### src/design/stg_mul.sv
module stg_mul (
  input  logic               clk_i,
  input  logic signed [32:0] a_i,
  input  logic signed [32:0] b_i,
  output logic signed [65:0] prod_o
);

  logic signed [65:0] prod_q;

  always_ff @(posedge clk_i) begin
    prod_q <= a_i * b_i;
  end

  assign prod_o = prod_q;

endmodule

### config.mk
export PLATFORM = sky130hd
export DESIGN_NAME = stg_mul
export DESIGN_NICKNAME = d
export VERILOG_FILES = /design/src/design/stg_mul.sv
export SDC_FILE = /design/constraint.sdc
export NUM_CORES = 2
export LEC_CHECK = 0
export BUFFER_PORTS_ARGS = -buffer_cell sky130_fd_sc_hd__buf_2
export CORE_MARGIN = 1
export CORE_UTILIZATION = 25
export CTS_CLUSTER_SIZE = 20
export DETAILED_ROUTE_END_ITERATION = 8
export GPL_ROUTABILITY_DRIVEN = 0
export RECOVER_POWER = 25
export SLEW_MARGIN = 5
export SYNTH_ARGS = -nofsm -noshare
export SYNTH_HDL_FRONTEND = slang
export SYNTH_SLANG_ARGS = --single-unit
### constraint.sdc
create_clock -name clk_i -period 8.2 [get_ports clk_i]
set_clock_uncertainty 0.1 [all_clocks]
set_input_delay 0.82 -clock clk_i [delete_from_list [all_inputs] [get_ports clk_i]]
set_output_delay 0.82 -clock clk_i [all_outputs]
set_load 0.03 [all_outputs]
======== Yosys cells after proc, flatten, opt, wreduce, memory -nomap -nowiden ========
Cells that the tools add are included.
cells by class
  $mul .................................... 1
operators with widths
  operator        count
  $mul 33x33->66  1
storage, ports and cells
  register bits after elaboration ......... 66
  output and inout port bits .............. 66

======== Depth between registers and ports, before layout ========
  depth after elaboration ................. 1
  depth in mapped cells ................... 27

======== Least setup slack after synthesis ========
Ideal clock, no wire load.
  kind .................................... input port to flip-flop
  from .................................... input port a_i[32]
  to ...................................... register prod_q[62] (netlist: prod_o[62])
  data arrival time ....................... 7977 ps
  data required time ...................... 8021 ps
  path slack .............................. 44 ps
  stages on the path ...................... 23
  cell sequence ........................... clkbuf_1 > nand2_1 > inv_1 > fa_1 > fa_1 > fa_1 > fa_1 > fa_1 > fa_1 > fa_1 > inv_1 > fa_1 > inv_1 > ha_1 > clkbuf_1 > and3_1 > nand3_1 > nand2b_1 > a2111oi_4 > a211oi_4 > a21o_2 > a21o_1 > a211oi_2
between the ends
  word-level cells in the longest chain between the ends .. 1
RTL lines
  item                  line  RTL
  start, declared       3     input logic signed [32:0] a_i,
  $mul 33x33->66        11    prod_q <= a_i * b_i;
  end signal, assigned  11
  end, declared         8     logic signed [65:0] prod_q;
Every way passes these cells.

======== Worst setup path in the final report ========
  from .................................... input port b_i[3]
  to ...................................... register prod_q[58] (netlist: prod_o[58])
between the ends
  word-level cells in the longest chain between the ends .. 1
RTL lines
  item             line  RTL
  start, declared  4     input logic signed [32:0] b_i,
  $mul 33x33->66   11
Every way passes these cells.

==> out/results.tsv <==
stage	metric	value	unit
clock_network	CTS Buf Count	9	
final_layout	max reg flops	66	
sta	Max Clk Rate	0.126	GHz
route	antenna violation net count after detailed routing	0	
synth	async set-reset flop share out of synthesis	0	
synth	#FFs+latches synth	66	
run	Max Cap Viol	0	
sta	final worst path period share	0.970	
sta	RSZ-0062 raised after global routing	false	
global_routing	vias in the first global route	31800	
synth	Simple-Gate Fraction of Synth Area	0.158	
setup_path	CP arrival	8.16	ns
die	Rows	147	
global_routing	global-route usage over all layers	0.144	
setup_path	Top cell by count, worst path	fa_1	
run_status	outcome	completed	
placement	number of port buffers	132	
setup_path	Worst Path Required	8.41	ns
route	vias per cell	4.29	
sta	Final Setup Violations	0	
clock_network	CTS tree	done	
synth	post-synthesis sequential area ratio	0.0324	
synth	largest family of logic cells by synthesized area	adder cells	
route	post-detailed-routing wire length	112	mm
setup_path	crit end category	flop	
die	Die Ht	406	µm
setup_path	CP Class	input port to flop	
die	Die Wd	406	µm
synth	fraction of the mapped netlist area in adder cells	0.629	
global_routing	largest net degree at the start of global routing	30	
route	vias	28800	
min_path	worst hold path class	input port to flop	
final_layout	Syn-to-layout area delta	13.3	%
clock_network	Post-CTS Hold Buffers	0	
setup_path	delay-heaviest family, CP	adder cells	
synth	Distinct cells, synth	80	
final_layout	# fillers	17200	
synth	Post-synth EDFFs	0	
clock_network	Clock Tree Buf Depth	2	
sta	Max Slew Vio Count	0	
sta	count of final hold-check violations	0	
synth	Syn Area/Cell	9.39	µm²
synth	yosys warns	0	
route	Pre-antenna DRT Iters	5	
global_routing	Overflow after GRT	0	
final_layout	layout cells sized above 1	0.0982	
min_path	hold worst-path end	prod_o[0]$_DFF_P_	
setup_path	crit-path max FO	16	
min_path	hold wc startpoint	b_i[0]	
sta	total negative slack	0	ns
synth	xor/xnor share of the synthesized area	0.0146	
synth	Syn Std Cell Area	40700	µm²
placement	dpl cell area	45800	µm²
sta	Worst Tran Pin Value	1.02	ns
synth	post-synthesis mux area share	0	
global_routing	initial antenna violation count	15	
placement	Final HPWL DP	101	mm
synth	post-synthesis compound-gate area fraction	0.0407	
route	drt wl/cell	16.7	µm
clock_network	Reg clk slew, reported paths	0.08	ns
route	DRC Markers	0	
synth	Gate Count Post-Synth	4338	
setup_path	slowest stage delay, CP	0.54	ns
global_routing	first-pass GRT wire length	182	mm
route	initial drt markers	1522	
final_layout	Final Net Count	5978	
sta	Hold WS	0.987	ns
die	core area	161000	µm²
die	die area	165000	µm²
die	io pins	133	
final_layout	leading cell type in the layout, fill and taps excluded	fa_1	
clock_network	Root Buffer	clkbuf_16	
sta	Rel. slew slack	0.322	
min_path	cell count of the worst hold path	3	
clock_network	Num Clock Sinks	66	
final_layout	Final Cell Area	46100	µm²
setup_path	Buf/Inv on CP	9	
synth	Syn Nets	5767	
sta	Period minus WS final	7.96	ns
setup_path	slowest CP cell	fa_1	
setup_path	CP Launch Type	input port	
synth	ys flop type	dfxtp_1	
clock_network	CTS HTree Levels	3	
final_layout	most frequent cells in the layout	fa_1, inv_1, and2_1, nand2_1, buf_4	
die	initial core utilization	0.253	
==> metrics by stage <==
step,util,setup slack [ns],std cells
2_1_floorplan,-,0.0436,4338
3_3_place_gp,0.284,-0.337,6697
3_5_place_dp,0.284,-0.418,6697
4_1_cts,0.286,0.0341,6713
5_1_grt,0.286,0.00355,6715
6_report,0.286,0.244,6718
==> cells by family after synthesis <==
logic type               count (synthesis)
AO/OA/AOI/OAI                          219
buffers and inverters                 1352
AND/OR/NAND/NOR                       1271
XOR/XNOR                                68
adder cells (fa/ha/maj)               1362
flip-flops                              66
==> how the worst max path moves through the flow <==
stage | start | endpoint | slack, ns | depth (start not counted)
6_report | b_i[3] | prod_o[58]$_DFF_P_ | 0.24 | 26
5_1_grt | b_i[0] | prod_o[51]$_DFF_P_ | 0.004 | 28
2_1_floorplan | a_i[32] | prod_o[62]$_DFF_P_ | 0.04 | 23
3_5_place_dp | b_i[27] | prod_o[58]$_DFF_P_ | -0.42 | 24
4_1_cts | b_i[27] | prod_o[58]$_DFF_P_ | 0.03 | 24
3_3_place_gp | a_i[28] | prod_o[58]$_DFF_P_ | -0.34 | 26
==> routing by layer <==
layer  vias to the layer above  wire length, µm  track usage
met5                         -               46            0
met4                         8             2090       0.0294
met3                       115             5780       0.0223
met2                       667            58700        0.257
met1                     15300            45400        0.182
li1                      12800                -            -
==> tightest hold or removal path, cell delays in order <==
cell and delay (ns):
buf_2 0.22, buf_4 0.25, and2_1 0.15
==> synth_stat cells, types with 12 or more instances <==
cell type	count	area (µm²)
xnor2_1	43	377
nand2_1	551	2070
a21oi_1	57	285
nor2_1	68	255
clkbuf_1	208	781
inv_1	1131	4250
dfxtp_1	66	1320
ha_1	217	2720
o21ai_0	25	125
nand2b_1	12	75.1
a21o_1	36	270
nand3_1	25	125
xor2_1	25	219
fa_1	1145	22900
and2_1	562	3520
==> final cells by class <==
type / instances / area [µm²] / area share
repair buffers: 421 / 3210 / 0.0695
multi-input cells: 2920 / 34300 / 0.744
inverters: 1131 / 4250 / 0.0920
clock inverters: 7 / 101 / 0.00220
clock buffers: 9 / 225 / 0.00488
well taps: 2160 / 2700 / 0.0586
diodes: 4 / 10.0 / 0.000217
flip-flops and latches: 66 / 1320 / 0.0286
==> timing repair <==
| action | in CTS | in global routing |
|---|---|---|
| endpoints found under the setup margin | 0 | 18 |
| buffers inserted | 0 | 1 |
| gates resized for setup | 0 | 14 |
Power is left out: the tool's default activity adds up to more than one toggle a clock period on the data nets, which glitch-free logic cannot reach.
